[config.mk]
export PLATFORM = sky130hd
export DESIGN_NAME = pths_ram
export DESIGN_NICKNAME = d
export VERILOG_FILES = /design/src/hw/rtl/pths_ram.sv
export SDC_FILE = /design/constraint.sdc
export NUM_CORES = 1
export LEC_CHECK = 0
export BUFFER_PORTS_ARGS = -buffer_cell sky130_fd_sc_hd__buf_2
export CORE_UTILIZATION = 45
export CTS_BUF_LIST = sky130_fd_sc_hd__clkbuf_4 sky130_fd_sc_hd__clkbuf_8 sky130_fd_sc_hd__clkbuf_16
export DETAILED_ROUTE_END_ITERATION = 12
export SLEW_MARGIN = 30
export SYNTH_ARGS = -nofsm -noshare
export SYNTH_HDL_FRONTEND = slang
export SYNTH_SLANG_ARGS = --single-unit
[constraint.sdc]
create_clock -name clk -period 3.1 [get_ports clk]
set_clock_uncertainty 0.1 [all_clocks]
set_input_delay 0.465 -clock clk [delete_from_list [all_inputs] [get_ports clk]]
set_output_delay 0.465 -clock clk [all_outputs]
set_load 0.01 [all_outputs]
[src/hw/rtl/pths_ram.sv]
// Single-port-write, single-port-read synchronous RAM with registered read data.
`timescale 1ns / 1ps
module pths_ram
#(
    parameter int WIDTH = 8,
    parameter int DEPTH = 32
)
(
    input  logic                     clk,
    input  logic                     we,
    input  logic [$clog2(DEPTH)-1:0] waddr,
    input  logic [WIDTH-1:0]         wdata,
    input  logic                     re,
    input  logic [$clog2(DEPTH)-1:0] raddr,
    output logic [WIDTH-1:0]         rdata
);
    logic [WIDTH-1:0] mem [DEPTH];
    logic [WIDTH-1:0] rdata_reg;

    always_ff @(posedge clk)
    begin
        if (we)
        begin
            mem[waddr] <= wdata;
        end
        if (re)
        begin
            rdata_reg <= mem[raddr];
        end
    end

    assign rdata = rdata_reg;
endmodule

==> metrics.csv <==
metric,value,unit
outcome,"complete, but fails checks",
failing checks,design-rule violations,
clock root buffer master,clkbuf_16,
Pwr Density,641.8,mW/mm²
io pins,29,
Peak VDD IR,402.1,µV
"commonest cells after routing, fill and taps aside","edfxtp_1 (264), mux4_2 (80), nor2_1 (31)",
critical path arrival,2.34,ns
gr ovfl total,0,
Nets,507,
hpwl dp,13.19,mm
post-route setup slack,0.9296,ns
area of the multi-input gates,0.002105,mm²
cts hold-fix bufs,0,
pin count of the biggest net entering global routing,39,
Synth Area in Compound Gates,0,%
CTS max path bufs,3,
drt pass-1 iters,9,
Synth Cell Area,0.01013,mm²
insertion delay to the later sink of the worst-skew pair,0.52,ns
Post-route DRC,6,
endpoint class of the critical path,flip-flop,
setup tns final,0,ns
vias in the first global route,4666,
PostCTS Resize Cnt,0,
Mapped Cells,417,
die area,0.02312,mm²
Total Power,7499,µW
fraction of layout cells with a size suffix above 1,38.57,%
R2R Setup Slk,1.01,ns
fmax,460.7,MHz
first-pass GRT wire length,31.46,mm
worst slew pin tran,0.8899,ns
worst-path fanout max,38,
GPL Wtd Cong,0.7449,
CP Launch Type,input pin,
Syn-to-layout area delta,15.30,%
XOR/XNOR share of the synthesized area,0,%
Die Width,152.1,µm
syn_nets,438,
Total Wirelength,20.90,mm
Final ANT Viol Nets,0,
wire length per cell,26.70,µm
"Reg clk slew, reported paths",0.06,ns
initial antenna violation count,0,
register area share after synthesis,78.23,%
Crit Path Category,in2reg,
Seq cells post-synth,264,
Final Cycle Share,70.01,%
final hold slack,0.2210,ns
share of the synthesized area in the top cell type,78.23,%
core area,0.02196,mm²
cell taking the most area after synthesis,edfxtp_1,
CTS H-tree lvls,1,
final hold violation count,0,
# port buffers,28,
Post-Syn Area per Cell,24.30,µm²
Critical Path RT,3.27,ns
post-DR vias/cell,5.799,
clock sinks,264,
post-synthesis simple-gate area fraction,2.050,%
vias post-DR,4541,
FF+latch area,0.007928,mm²
Static Leak,0.003699,µW
post-synthesis adder-cell area fraction,0,%
# Post-CTS Setup Buffers,0,
count of yosys warnings during synthesis,0,
number of flip-flops in the largest register,256,
1st-iter DRT viols,464,
"top cells by area, synth","edfxtp_1 (78%), mux4_2 (18%), nor2_1 (1.2%)",
Yosys cell types,14,
total track usage,18.82,%
relative slew slack,40.45,%
portion of netlist area occupied by mux cells,18.67,%
number of diodes,0,
Period minus WS final,2.170,ns
pre-CTS setup slack,0.3869,ns
starting density of the core,46.15,%
CTS tree,done,
"Setup violations, final",0,
maximum capacitance violations,0,
total CTS buffers,27,
largest family of logic cells by synthesized area,multiplexers,
# rows,54,
Die Span Y,152.1,µm
Final Max Tran Viols,0,
"commonest non-fill, non-tap cell in the layout",edfxtp_1,
Layout Utilization,53.21,%
RSZ-0062 raised after global routing,no,
number of fill cells in the layout,1625,
HP Class,in2reg,
## worst max-delay path, stage by stage
cell and delay, ns:
buf_4 0.11, buf_12 0.30, mux4_2 0.58, mux4_2 0.54
mux2_2 0.30
## cells in the mapped netlist (all sizes together)
| cell type | instances |
|---|---|
| mux2 | 8 |
| or3b | 3 |
| mux4 | 80 |
| nor2 | 33 |
| or3 | 1 |
| nand3b | 5 |
| nand3 | 2 |
| buf | 14 |
| edfxtp | 264 |
| clkbuf | 6 |
| nand2 | 1 |
## layer usage
metal,track usage [%],vias up,part of all wire (%)
met2,27.89,152,46
met4,4.908,0,1.8
li1,-,1925,-
met3,2.653,29,6.5
met5,0,-,0
met1,29.56,2435,46
## cell families (layout without fill, tap and decap cells)
| group | after synthesis | in the layout |
|---|---|---|
| multiplexers | 88 | 88 |
| buffers and inverters | 20 | 106 |
| AND/OR/NAND/NOR | 45 | 45 |
| flip-flops | 264 | 264 |
## path summary, 6_finish.rpt
path         cells after the start  endpoint        from
min reg2reg                      3  rdata[0]  mem[26][0]
max                              5  rdata[2]    raddr[0]
max reg2reg                      3  rdata[2]  mem[31][2]
min                              1  rdata[1]          re
## through the flow
step,instance area [µm²],cells
3_3_place_gp,10820,737
6_report,11680,783
4_1_cts,11680,783
3_5_place_dp,10830,737
2_1_floorplan,10130,417
5_1_grt,11680,783
## report_power, final
group	switching, µW	internal, µW
combinational	218	168
sequential	13.5	3980
clock	1270	1850
## final cells by class
type                            instances  share of cell area [%]
Multi-Input combinational cell        133                   18.01
Clock buffer                           29                   5.911
Sequential cell                       264                   67.85
Timing Repair Buffer                   60                   3.812
Clock inverter                         17                   1.414
Tap cell                              280                   2.999
Power figures use the tool's default switching activity.
